File: src/rtl/rwc_pkg.sv
`default_nettype none
package rwc_pkg;

  // kernel geometry and color layout
  localparam int KSZ = 3;
  localparam int NCH = 3;
  localparam int CH_W = 8;

  // configuration register widths and reset values
  localparam int WIDTH_W = 11;
  localparam int HEIGHT_W = 13;
  localparam int ROW_W = 12;
  localparam int MAX_HEIGHT = 4096;
  localparam int MIN_SIZE = 3;
  localparam int WIDTH_RESET = 640;
  localparam int HEIGHT_RESET = 480;

  // register indexes of the configuration port
  localparam int CFG_IDX_W = 3;
  typedef logic [CFG_IDX_W-1:0] cfg_index_t;
  localparam cfg_index_t CFG_IMAGE_WIDTH = 3'd0;
  localparam cfg_index_t CFG_IMAGE_HEIGHT = 3'd1;
  localparam cfg_index_t CFG_COEF_ROW_TOP = 3'd2;
  localparam cfg_index_t CFG_COEF_ROW_MID = 3'd3;
  localparam cfg_index_t CFG_COEF_ROW_BOT = 3'd4;

  // output queue
  localparam int OUT_DEPTH = 8;
  localparam int OUT_PTR_W = $clog2(OUT_DEPTH);
  localparam int OUT_CNT_W = $clog2(OUT_DEPTH + 1);

  // channel 0 is red, 1 green, 2 blue
  typedef logic [NCH-1:0][CH_W-1:0] pixel_t;
  // row 0 is the oldest line
  typedef logic [KSZ-1:0][NCH-1:0][CH_W-1:0] column_t;

  typedef struct packed {
    logic [CH_W-1:0] red;
    logic [CH_W-1:0] green;
    logic [CH_W-1:0] blue;
    logic last;
  } beat_t;

endpackage
`default_nettype wire

File: src/rtl/rwc_out_fifo.sv
`default_nettype none
module rwc_out_fifo (
  input  wire logic clk,
  input  wire logic rst,
  input  wire logic push,
  input  wire rwc_pkg::beat_t push_data,
  input  wire logic pop,
  output rwc_pkg::beat_t head,
  output logic [rwc_pkg::OUT_CNT_W-1:0] count
);

  rwc_pkg::beat_t mem [rwc_pkg::OUT_DEPTH];
  logic [rwc_pkg::OUT_PTR_W-1:0] wr_ptr;
  logic [rwc_pkg::OUT_PTR_W-1:0] rd_ptr;

  always_ff @(posedge clk) begin
    if (push) begin
      mem[wr_ptr] <= push_data;
    end
  end

  always_ff @(posedge clk) begin
    if (rst) begin
      wr_ptr <= '0;
      rd_ptr <= '0;
      count <= '0;
    end else begin
      if (push) begin
        wr_ptr <= wr_ptr + 1'b1;
      end
      if (pop) begin
        rd_ptr <= rd_ptr + 1'b1;
      end
      if (push && !pop) begin
        count <= count + 1'b1;
      end else if (pop && !push) begin
        count <= count - 1'b1;
      end
    end
  end

  assign head = mem[rd_ptr];

endmodule
`default_nettype wire
File: config.mk
export PLATFORM = sky130hd
export DESIGN_NAME = rwc_out_fifo
export DESIGN_NICKNAME = d
export VERILOG_FILES = /design/src/rtl/rwc_pkg.sv /design/src/rtl/rwc_out_fifo.sv
export SDC_FILE = /design/constraint.sdc
export NUM_CORES = 1
export LEC_CHECK = 0
export ABC_CLOCK_PERIOD_IN_PS = 3000
export BUFFER_PORTS_ARGS = -buffer_cell sky130_fd_sc_hd__buf_2
export CAP_MARGIN = 30
export CORE_UTILIZATION = 45
export CTS_BUF_LIST = sky130_fd_sc_hd__clkbuf_4
export DETAILED_ROUTE_END_ITERATION = 7
export SLEW_MARGIN = 15
export SYNTH_ARGS = -nofsm -noshare
export SYNTH_HDL_FRONTEND = slang
export SYNTH_SLANG_ARGS = --single-unit
File: constraint.sdc
create_clock -name clk -period 3 [get_ports clk]
set_input_delay 0.3 -clock clk [delete_from_list [all_inputs] [get_ports clk]]
set_output_delay 0.3 -clock clk [all_outputs]
set_load 0.1 [all_outputs]
After elaboration in Yosys (flattened, before gate mapping)
Memory sizes are Yosys's and may differ from the RTL's. A register that Yosys moved wholly into a read port is not among the register bits. Cells that the tools add are included.

Logic and storage cells: 19. Memory bits (read-only): 0. Memories: 1. Register bits: 10. Input bits: 29. Memory bits (writable): 200. Output and inout port bits: 29. Latch bits: 0.

$add $sub $neg: 4. Multipliers: 0. Div/mod/pow operators: 0. Bitwise gates (word level): 0. Order comparisons: 0. Mux-type cells: 6. Shift operators: 0. Equality and inequality tests: 0. Reduce and logical (&&, ||, !) cells: 5.

Memory list: mem (words 8, bits a word 25, read ports 1, clocked after memory_dff 1, wr ports 1, line rwc_out_fifo.sv:12) `rwc_pkg::beat_t mem [rwc_pkg::OUT_DEPTH];`.

Operator list (count): 4-bit 2-to-1 mux (2); 3-bit by 1-bit adder with 3-bit output, second input constant (2); 3-bit 2-to-1 mux (2); 4-bit by 1-bit adder with 4-bit output, second input constant (1); 4-bit by 1-bit subtractor with 4-bit output, second input constant (1); 1-bit logical AND (2); 1-bit zero test (2); 1-bit 2-to-1 mux (2); 2-bit nonzero test (1).

Logic depth before layout (Yosys ltp)
Depth in word-level cells: 4. Mapped depth: 8. Gate-level depth less buffers: 8.

Least setup slack after synthesis
Ideal clock, no wire load.

Path type: register to register. From: reg wr_ptr[0] (netlist name). To: mem mem[0][0] (netlist name), enable pin. Setup time: 0.438 ns. Path buffers: 0. Arrival time: 2.254 ns. Stages on the path, launching flop included: 3. Slack: 0.308 ns. Required time: 2.562 ns. Cell sequence: dfxtp_1 > nand2b_1 > nor3_1.

RTL lines: start, declared (line rwc_out_fifo.sv:13) `logic [rwc_pkg::OUT_PTR_W-1:0] wr_ptr;`; start signal, assigned (line rwc_out_fifo.sv:29) `wr_ptr <= wr_ptr + 1'b1;`; end, declared (line rwc_out_fifo.sv:12).

Straight into the memory's write port.

==> results.toml <==
[synthesis]
yosysTopAreaCellShare = 0.723
avgSynthCellArea_um2 = 23.3
async_reset_ff_frac = 0
syn_area_mm2 = 0.00830
synthesis.nets = 392
synth_mux_area_frac = 0.197
synth_xor_area_frac = 0.00527
ys_seq_area_frac = 0.755
synthTopCellsByArea = "edfxtp_1 (72%), mux4_1 (16%), mux2_2 (3.5%), dfxtp_1 (3.1%), nor2_1 (0.81%)"
synth_edf_count = 200
synth-simple-area-share = 0.0155
synthCells = 357
synth_top_family_by_area = "multiplexers"
yosysTopAreaCell = "edfxtp_1"
synth_compound_area_frac = 0.00347
ys.warnings.count = 0
yosysUniqueCellTypes = 22
synth-seq-cells = 213
synth_flop_cell = "edfxtp_1"
synth_adder_area_share = 0.00995

[clocking]
postCtsSetupBuffers = 0
max-clock-path-buffers = 3
clk_pin_slew_ns = 0.06
worstSkewPairLatency_ns = 0.63
clkSinkCount = 213
cts_root_buffer = "clkbuf_4"
h-tree-depth = 2
cts_made_buffers = 53
cts_tree = "yes"

[die]
rows = 49
io_pins = 58
dieHeight_um = 138
initial_core_util = 0.461
fp.dieW_um = 138
core_area_mm2 = 0.0180
fp.dieArea_mm2 = 0.0190

[timing]
setup_viol = 0
clock_skew_ns = 0.0175
fin_ws_ns = 0.128
fin_setup_tns_ns = 0
max_slew.worst_pin.slew_ns = 0.583
post-route-period-util = 0.957
rsz0062_at_grt = "false"
maxSlewHeadroom = 0.611
clock.fmax_mhz = 348
final_hold_viol_count = 0
fin_crit_ns = 2.87
final_max_slew_viol_count = 0

[worst_hold_path]
min_path_cells = 3
worstHoldStart = "push"
holdPathEnd = "wr_ptr[0]"
hold_path_class = "in2reg"

[routing]
drtIter0Drc = 118
dr.pass1.iters = 4
via_per_inst = 5.24
wl_per_cell_um = 20.3
ant_nets = 0
drc_errors = 0
vias = 3977
routed_wl_um = 15400

[final_layout]
fin_util = 0.547
diodes = 0
design_area_mm2 = 0.00985
mostFrequentLayoutCells = "edfxtp_1 (200), clkbuf_4 (71), buf_2 (57)"
area_growth_pct = 18.6
drive_gt1_frac = 0.340
layout.nets = 527
layout_commonest_cell = "edfxtp_1"

[power]
leakagePower_nw = 3.42
p_per_area_mw_per_mm2 = 671
ir_worst_vdd_mv = 0.458

[job]
max_cap_violations = 0

[global_route]
antenna_found_initial = 0
overflow = 0
grt_pass1_vias = 4271
grt_max_degree = 36
grt_pass1_wl_um = 23300
gr-usage-all-layers = 0.172

[worst_setup_path]
critPathMaxStageDelay_ns = 0.64
crit_slowest_cell = "mux4_1"
crit_required_ns = 2.70
r2r_slack_ns = 1.33
r2r_cells = 3
critPathMaxFanout = 21
critPathCaptureType = "output pin"
reg2reg_from = "wr_ptr[0]"
worstPathCellList = "buf_4 > mux4_1 > mux2_2 > buf_2"
worstPathArrival_ns = 2.57
criticalPathCategory = "reg2out"
startpoint_type = "flip-flop"
r2r-end = "mem[2][23]"

[placement]
place_congestion = 0.637
placed_cell_area_mm2 = 0.00892
post-dp-hpwl_um = 8140
portBuffers = 57
place_ws_ns = 0.704

[run_status]
outcome = "complete, no violations"
## report_power, final
part / internal (mW) / total (mW) / leakage, nW / switching [mW]
combinational: 0.281 / 0.987 / 1.11 / 0.706
clock: 1.19 / 2.26 / 0.381 / 1.07
sequential: 3.33 / 3.36 / 1.92 / 0.0339
## how the worst max path moves through the flow
| stage | slack [ns] | depth (start not counted) | end |
|---|---|---|---|
| floorplan | 0.31 | 2 | mem[0][0] |
| global placement | 0.72 | 4 | head[4] |
| detailed placement | 0.70 | 4 | head[4] |
| CTS | 0.04 | 4 | head[20] |
| global route | 0.02 | 4 | head[20] |
| finish | 0.13 | 4 | head[20] |
## cell type report
class	count	area, µm²
flip-flops and latches	213	6270
clock buffers	71	533
multi-input cells	125	1950
inverters	2	7.51
well taps	229	287
fillers	1459	8170
clock inverters	22	113
repair buffers	97	697
## cells by family (layout without fill, tap and decap cells)
logic type	after synthesis	after routing
flops	213	213
mux	79	79
fa+ha+maj	6	6
xor+xnor	5	5
compound gates	5	5
simple gates	30	30
buf+inv	19	192
## critical path: cells and delay by family (launching register included)
| kind | cells | cell delay (ns) |
|---|---|---|
| multiplexers | 2 | 0.96 |
| buffers and inverters | 2 | 0.65 |
| flip-flops | 1 | 0.34 |
## through the flow
step | power (mW) | cells | hold slack, ns
floorplan | 4.20 | 357 | 0.399
detailed placement | 4.39 | 638 | 0.511
global route | 6.88 | 759 | 0.0411
CTS | 6.71 | 759 | 0.00439
finish | 6.61 | 759 | 0.0747
global placement | 4.37 | 638 | 0.482
## synthesized netlist by cell type (3+ instances only)
| library cell | instances |
|---|---|
| edfxtp_1 | 200 |
| mux4_1 | 50 |
| mux2_2 | 26 |
| nor2_1 | 18 |
| dfxtp_1 | 13 |
| buf_1 | 8 |
| buf_6 | 6 |
| ha_1 | 5 |
| nand2_1 | 4 |
| nand2b_1 | 4 |
| a21oi_1 | 3 |
| clkbuf_1 | 3 |
| mux2i_1 | 3 |
| xor2_1 | 3 |
## timing repair
item,CTS,global route
endpoints found under the setup margin,2,0
hold buffers,28,0
endpoints found under the hold margin,212,0
gates resized for setup,1,0
## metal layers
metal,global-route usage,vias up,wire [µm]
met4,0.0670,0,231
met2,0.290,83,7880
li1,-,1826,-
met1,0.213,2051,6750
met5,0,-,0
met3,0.0412,17,579
## sequential cells by signal, indices dropped and copies added, names as in the netlist, named ones only
register	cells
mem	200
count	4
rd_ptr	3
wr_ptr	3
Note: power is estimated with default switching activity, not from simulation.
