===== config.mk =====
export PLATFORM = sky130hd
export DESIGN_NAME = rwc_cell
export DESIGN_NICKNAME = d
export VERILOG_FILES = /design/src/rtl/rwc_pkg.sv /design/src/rtl/rwc_cell.sv
export SDC_FILE = /design/constraint.sdc
export NUM_CORES = 2
export LEC_CHECK = 0
export BUFFER_PORTS_ARGS = -buffer_cell sky130_fd_sc_hd__buf_2
export CORE_MARGIN = 8
export CORE_UTILIZATION = 35
export CTS_CLUSTER_DIAMETER = 30
export DETAILED_ROUTE_END_ITERATION = 16
export PLACE_DENSITY = 0.47
export SLEW_MARGIN = 20
export SYNTH_ARGS = -nofsm -noshare
export SYNTH_HDL_FRONTEND = slang
export SYNTH_SLANG_ARGS = --single-unit

===== constraint.sdc =====
create_clock -name clk -period 7 [get_ports clk]
set_input_delay 0.7 -clock clk [delete_from_list [all_inputs] [get_ports clk]]
set_output_delay 0.7 -clock clk [all_outputs]
set_load 0.02 [all_outputs]

===== src/rtl/rwc_pkg.sv =====
`default_nettype none
package rwc_pkg;

  // kernel geometry and color layout
  localparam int KSZ = 3;
  localparam int NCH = 3;
  localparam int CH_W = 8;

  // configuration register widths and reset values
  localparam int WIDTH_W = 11;
  localparam int HEIGHT_W = 13;
  localparam int ROW_W = 12;
  localparam int MAX_HEIGHT = 4096;
  localparam int MIN_SIZE = 3;
  localparam int WIDTH_RESET = 640;
  localparam int HEIGHT_RESET = 480;

  // register indexes of the configuration port
  localparam int CFG_IDX_W = 3;
  typedef logic [CFG_IDX_W-1:0] cfg_index_t;
  localparam cfg_index_t CFG_IMAGE_WIDTH = 3'd0;
  localparam cfg_index_t CFG_IMAGE_HEIGHT = 3'd1;
  localparam cfg_index_t CFG_COEF_ROW_TOP = 3'd2;
  localparam cfg_index_t CFG_COEF_ROW_MID = 3'd3;
  localparam cfg_index_t CFG_COEF_ROW_BOT = 3'd4;

  // output queue
  localparam int OUT_DEPTH = 8;
  localparam int OUT_PTR_W = $clog2(OUT_DEPTH);
  localparam int OUT_CNT_W = $clog2(OUT_DEPTH + 1);

  // channel 0 is red, 1 green, 2 blue
  typedef logic [NCH-1:0][CH_W-1:0] pixel_t;
  // row 0 is the oldest line
  typedef logic [KSZ-1:0][NCH-1:0][CH_W-1:0] column_t;

  typedef struct packed {
    logic [CH_W-1:0] red;
    logic [CH_W-1:0] green;
    logic [CH_W-1:0] blue;
    logic last;
  } beat_t;

endpackage
`default_nettype wire


===== src/rtl/rwc_cell.sv =====
`default_nettype none
module rwc_cell #(
  parameter int COEF_BITS = 16
) (
  input  wire logic clk,
  input  wire logic shift,
  input  wire rwc_pkg::column_t col_in,
  input  wire logic [rwc_pkg::KSZ-1:0][COEF_BITS-1:0] taps,
  output rwc_pkg::column_t col_out,
  output logic [rwc_pkg::NCH-1:0][COEF_BITS+10:0] col_sum
);

  localparam int PW = COEF_BITS + 9;
  localparam int SW = PW + 2;

  rwc_pkg::column_t col_q;
  logic signed [PW-1:0] prod [rwc_pkg::KSZ][rwc_pkg::NCH];

  // window column, moves one cell left per pixel beat
  always_ff @(posedge clk) begin
    if (shift) begin
      col_q <= col_in;
    end
  end

  // one tap per row, all channels
  always_ff @(posedge clk) begin
    for (int r = 0; r < rwc_pkg::KSZ; r++) begin
      for (int c = 0; c < rwc_pkg::NCH; c++) begin
        prod[r][c] <= $signed({1'b0, col_q[r][c]}) * $signed(taps[r]);
      end
    end
  end

  always_ff @(posedge clk) begin
    for (int c = 0; c < rwc_pkg::NCH; c++) begin
      col_sum[c] <= SW'(prod[0][c]) + SW'(prod[1][c]) + SW'(prod[2][c]);
    end
  end

  assign col_out = col_q;

endmodule
`default_nettype wire


**Word level (Yosys, flattened, before mapping)**

Memories as Yosys holds them, arrays and structs flattened.
Cells that the tools add are included.

- Flip-flop bits (word level): 153
- Output and inout port bits: 153
- Memory bits (writable): 225
- Memories kept: 1
- Word-level logic and storage cells: 28

Memories:

| name | words | bits a word | read ports | clocked after Yosys merged registers in | wr ports | RTL line | source |
|---|---|---|---|---|---|---|---|
| prod | 3 | 75 | 3 | 0 | 3 | rwc_cell.sv:17 | `logic signed [PW-1:0] prod [rwc_pkg::KSZ][rwc_pkg::NCH];` |

- Add/subtract/negate cells: 6
- $mul: 9

Operators by type and width:

| kind | number |
|---|---|
| 9-bit by 16-bit multiplier with 25-bit output | 9 |
| 26-bit by 25-bit adder with 27-bit output | 3 |
| 25-bit by 25-bit adder with 26-bit output | 3 |

**Longest topological paths before layout**

- Depth in word-level cells: 2
- Gate-level depth with buffers: 19
- Gate-level depth less buffers: 18

**Least setup slack after synthesis**

No wires, ideal clock.

- Kind: input-to-reg
- Start point: in taps[12] (netlist bit)
- End point: mem prod[0][72] (netlist bit)
- Setup slack: 1.853 ns
- Data required time: 6.879 ns
- Stages: 17
- Library setup time: 0.121 ns
- Arrival time: 5.026 ns
- Path through: clkbuf_1 > nand2_1 > fa_1 > inv_1 > fa_1 > inv_1 > fa_1 > fa_1 > inv_1 > ha_1 > a21o_1 > a21o_1 > a2111oi_2 > nor2_1 > nor3b_1 > o41a_1 > xor2_1

RTL lines:

| element | RTL line | source |
|---|---|---|
| start, declared | rwc_cell.sv:8 | `input wire logic [rwc_pkg::KSZ-1:0][COEF_BITS-1:0] taps,` |
| end, declared | rwc_cell.sv:17 |  |

==> metrics.log <==
INFO  metric status = finished clean
INFO  metric area_growth = 13.57%
INFO  metric end_kind = register
INFO  metric mappedNetlistNets = 7624
INFO  metric drt_first_pass_iters = 5
INFO  metric max_slew_margin = a little over a third
INFO  metric asyncSetResetFlopFracSynth = 0%
INFO  metric finalSetupViolations = 0
INFO  metric tritoncts_clock_tree = yes
INFO  metric drt_iter0_markers = 1947
INFO  metric mostFrequentLayoutCell = sky130_fd_sc_hd__inv_1
INFO  metric detail_route.wl_per_cell = 18.85 um
INFO  metric critical_path.slowest_cell = sky130_fd_sc_hd__edfxtp_1
INFO  metric seq_area_frac_synth = 14.96%
INFO  metric seqCellArea = 0.008288 mm2
INFO  metric worst_ep_required = 7550 ps
INFO  metric die_area = around 0.17 mm2
INFO  metric cts.htree.levels = 3
INFO  metric synth-edff-count = 72
INFO  metric netlist-cell-type-count = 84
INFO  metric timing_worst_setup_path_type = reg2reg
INFO  metric drt_wl_total = 157.9 mm
INFO  metric global_route_wire_length_before_repair = 249.8 mm
INFO  metric grt_overflow = 0
INFO  metric timing.critical_path.slowest_cell_delay = 870 ps
INFO  metric cts_hold_buffers = 0
INFO  metric worst_path_buf_inv = 3
INFO  metric path_clk_slew = 50 ps
INFO  metric setup_tns = 0 ps
INFO  metric final_antenna_net_count = 0
INFO  metric period_share = 80.86%
INFO  metric num-fill-cells = 16060
INFO  metric drc = 0
INFO  metric dieHeight = 413.8 um
INFO  metric timing.hold.worst.class = in2reg
INFO  metric die-width = 413.8 um
INFO  metric post_cts.repair.setup_buffers = 0
INFO  metric multiInputGateArea = 0.04109 mm2
INFO  metric setup.worst_path.start_class = register
INFO  metric synth_area = 0.05540 mm2
INFO  metric dp_hpwl = 127.0 mm
INFO  metric antenna_found_initial = 11
INFO  metric grt_setup_unrepaired = false
INFO  metric final-hold-violation-count = 0
INFO  metric via_count = between 30000 and 40000
INFO  metric cts_inserted_buffers = around 110
INFO  metric slew_violations = 0
INFO  metric ys.flop_type = sky130_fd_sc_hd__dfxtp_1
INFO  metric worst_pin_slew = 964.0 ps
INFO  metric timing.max_cap.violations = 0
INFO  metric timing.critical_path.cells = nand2_1, fa_1, inv_1, fa_1, fa_1, inv_1, fa_1, inv_1, ha_1, and2_1, and3_1, a21oi_1, a31oi_1, o41a_1, mux2i_1, a2111oi_0
INFO  metric boundaryPins = 275
INFO  metric synth-warning-count = 0
INFO  metric synth_top_cells_by_area = sky130_fd_sc_hd__fa_1 36%, sky130_fd_sc_hd__ha_1 12%, sky130_fd_sc_hd__dfxtp_1 11%, sky130_fd_sc_hd__inv_1 9.6%, sky130_fd_sc_hd__and2_1 7.1%
INFO  metric synth_seq_cells = 378
INFO  metric floorplan.rows = 146
INFO  metric synth_top_area_share = between 30% and 40%
INFO  metric final.min_clock_period = roughly 5700 ps
INFO  metric drive_above_1_share = 8.275%
INFO  metric worstSkewPairLatency = ~730 ps
INFO  metric worstPathArrival = 6210 ps
INFO  metric port_buffers = 274
INFO  metric timing.fmax = 0.1767 GHz
INFO  metric yosys.area.top_type = sky130_fd_sc_hd__fa_1
INFO  metric grt_max_degree = 44
INFO  metric mostFrequentLayoutCells = 1422 x sky130_fd_sc_hd__inv_1, 996 x sky130_fd_sc_hd__fa_1, 632 x sky130_fd_sc_hd__and2_1
INFO  metric starting_density_of_the_core = 35.10%
INFO  metric grt_usage = 18.90%
INFO  metric first_global_vias = around 43000
INFO  metric critical_path.most_common_cell = sky130_fd_sc_hd__fa_1
INFO  metric setup_skew = 50.32 ps
INFO  metric layout.nets = roughly 7800
INFO  metric clock_tree.root_cell = sky130_fd_sc_hd__clkbuf_16
INFO  metric cts_max_path_buffers = 3
INFO  metric avgSynthCellArea = 9.262 um2
INFO  metric finalWeightedCongestion = 0.8866
INFO  metric total_of_cells_resized_after_clock_tree_synthesis = 0
INFO  metric critical_path.max_fanout = 17
INFO  metric clkSinkCount = 378
INFO  metric vias_per_cell = 4.756
INFO  metric cpLargestDelayFamily = adder cells
INFO  metric postSynthCellCount = roughly 6000
INFO  metric core = 0.1578 mm2
==> registers in the layout, indices dropped and copies added, names as in the netlist <==
register and flops:
prod 225, col_sum 81, col_out 72
==> path summary, 6_finish.rpt <==
kind,start,endpoint,slack (ps),cells after the start
hold reg to reg,prod[1][50],col_sum[0],610,3
hold / removal,col_in[11],col_out[11],150,1
setup reg to reg,col_out[65],prod[2][22],1340,16
setup / recovery,col_out[65],prod[2][22],1340,16
==> cell type report <==
type,instances,share of cell area [%]
antenna,7,0.02784
clock buffer,136,4.946
clock inverter,71,1.573
inverter,1422,8.484
multi-input combinational,4000,65.31
sequential,378,13.17
tap,2072,4.121
timing repair buffer,289,2.363
==> cells by family after synthesis <==
family	count (synthesis)	share of synthesized area, %
buffers and inverters	1603	10.87
AOI/OAI and AO/OA	651	7.881
muxes	8	0.1468
and+or+nand+nor	1566	14.28
xor gates and xnor gates	254	4.016
DFF	378	14.96
adders and majority gates	1521	47.85
==> synth_stat cells, types with 6 or more instances <==
| cell type | n |
|---|---|
| sky130_fd_sc_hd__nor4_1 | 7 |
| sky130_fd_sc_hd__a21oi_1 | 213 |
| sky130_fd_sc_hd__a311oi_1 | 6 |
| sky130_fd_sc_hd__o311ai_0 | 7 |
| sky130_fd_sc_hd__a41o_1 | 6 |
| sky130_fd_sc_hd__a21o_1 | 91 |
| sky130_fd_sc_hd__o31a_1 | 9 |
| sky130_fd_sc_hd__inv_1 | 1422 |
| sky130_fd_sc_hd__nand3_1 | 39 |
| sky130_fd_sc_hd__or2_2 | 6 |
| sky130_fd_sc_hd__fa_1 | 996 |
| sky130_fd_sc_hd__a211oi_1 | 17 |
| sky130_fd_sc_hd__edfxtp_1 | 72 |
| sky130_fd_sc_hd__o211ai_1 | 20 |
| sky130_fd_sc_hd__a31oi_1 | 20 |
| sky130_fd_sc_hd__o21ai_1 | 12 |
| sky130_fd_sc_hd__xnor2_1 | 183 |
| sky130_fd_sc_hd__o21ai_0 | 89 |
| sky130_fd_sc_hd__and2_1 | 632 |
| sky130_fd_sc_hd__a21boi_0 | 6 |
| sky130_fd_sc_hd__mux2i_1 | 7 |
| sky130_fd_sc_hd__and3_1 | 23 |
| sky130_fd_sc_hd__clkbuf_1 | 179 |
| sky130_fd_sc_hd__nand2b_1 | 18 |
| sky130_fd_sc_hd__xor2_1 | 71 |
| sky130_fd_sc_hd__o41ai_1 | 8 |
| sky130_fd_sc_hd__nand2_1 | 621 |
| sky130_fd_sc_hd__nand4_1 | 10 |
| sky130_fd_sc_hd__o21a_1 | 31 |
| sky130_fd_sc_hd__a31o_2 | 7 |
| sky130_fd_sc_hd__a41oi_1 | 6 |
| sky130_fd_sc_hd__o31ai_1 | 6 |
| sky130_fd_sc_hd__o21bai_1 | 33 |
| sky130_fd_sc_hd__nor2b_1 | 24 |
| sky130_fd_sc_hd__dfxtp_1 | 306 |
| sky130_fd_sc_hd__nor2_1 | 113 |
| sky130_fd_sc_hd__or3_1 | 9 |
| sky130_fd_sc_hd__nor3_1 | 43 |
| sky130_fd_sc_hd__a2111oi_0 | 6 |
| sky130_fd_sc_hd__ha_1 | 525 |
==> metrics by stage <==
step	setup slack [ps]	hold slack [ps]	std cells	cell area [um2]	utilization [%]
6_report	1340	151.8	8375	62910	39.86
5_1_grt	1065	84.73	8368	62890	39.85
4_1_cts	1374	63.62	8368	62890	39.85
3_5_place_dp	1145	603.3	8161	58790	37.25
3_3_place_gp	1212	590.4	8161	58790	37.25
2_1_floorplan	1853	549.1	5981	55400	-
==> layer usage <==
| metal | vias up | share of wire, % | global-route usage [%] |
|---|---|---|---|
| li1 | 18650 | - | - |
| met1 | 20190 | 46 | 25.75 |
| met2 | 750 | 45 | 30.28 |
| met3 | 233 | 5.3 | 3.650 |
| met4 | 6 | 3.3 | 6.076 |
| met5 | - | 0.023 | 0 |
Power is left out: the tool's default activity adds up to more than one toggle a clock period on the data nets, which glitch-free logic cannot reach.
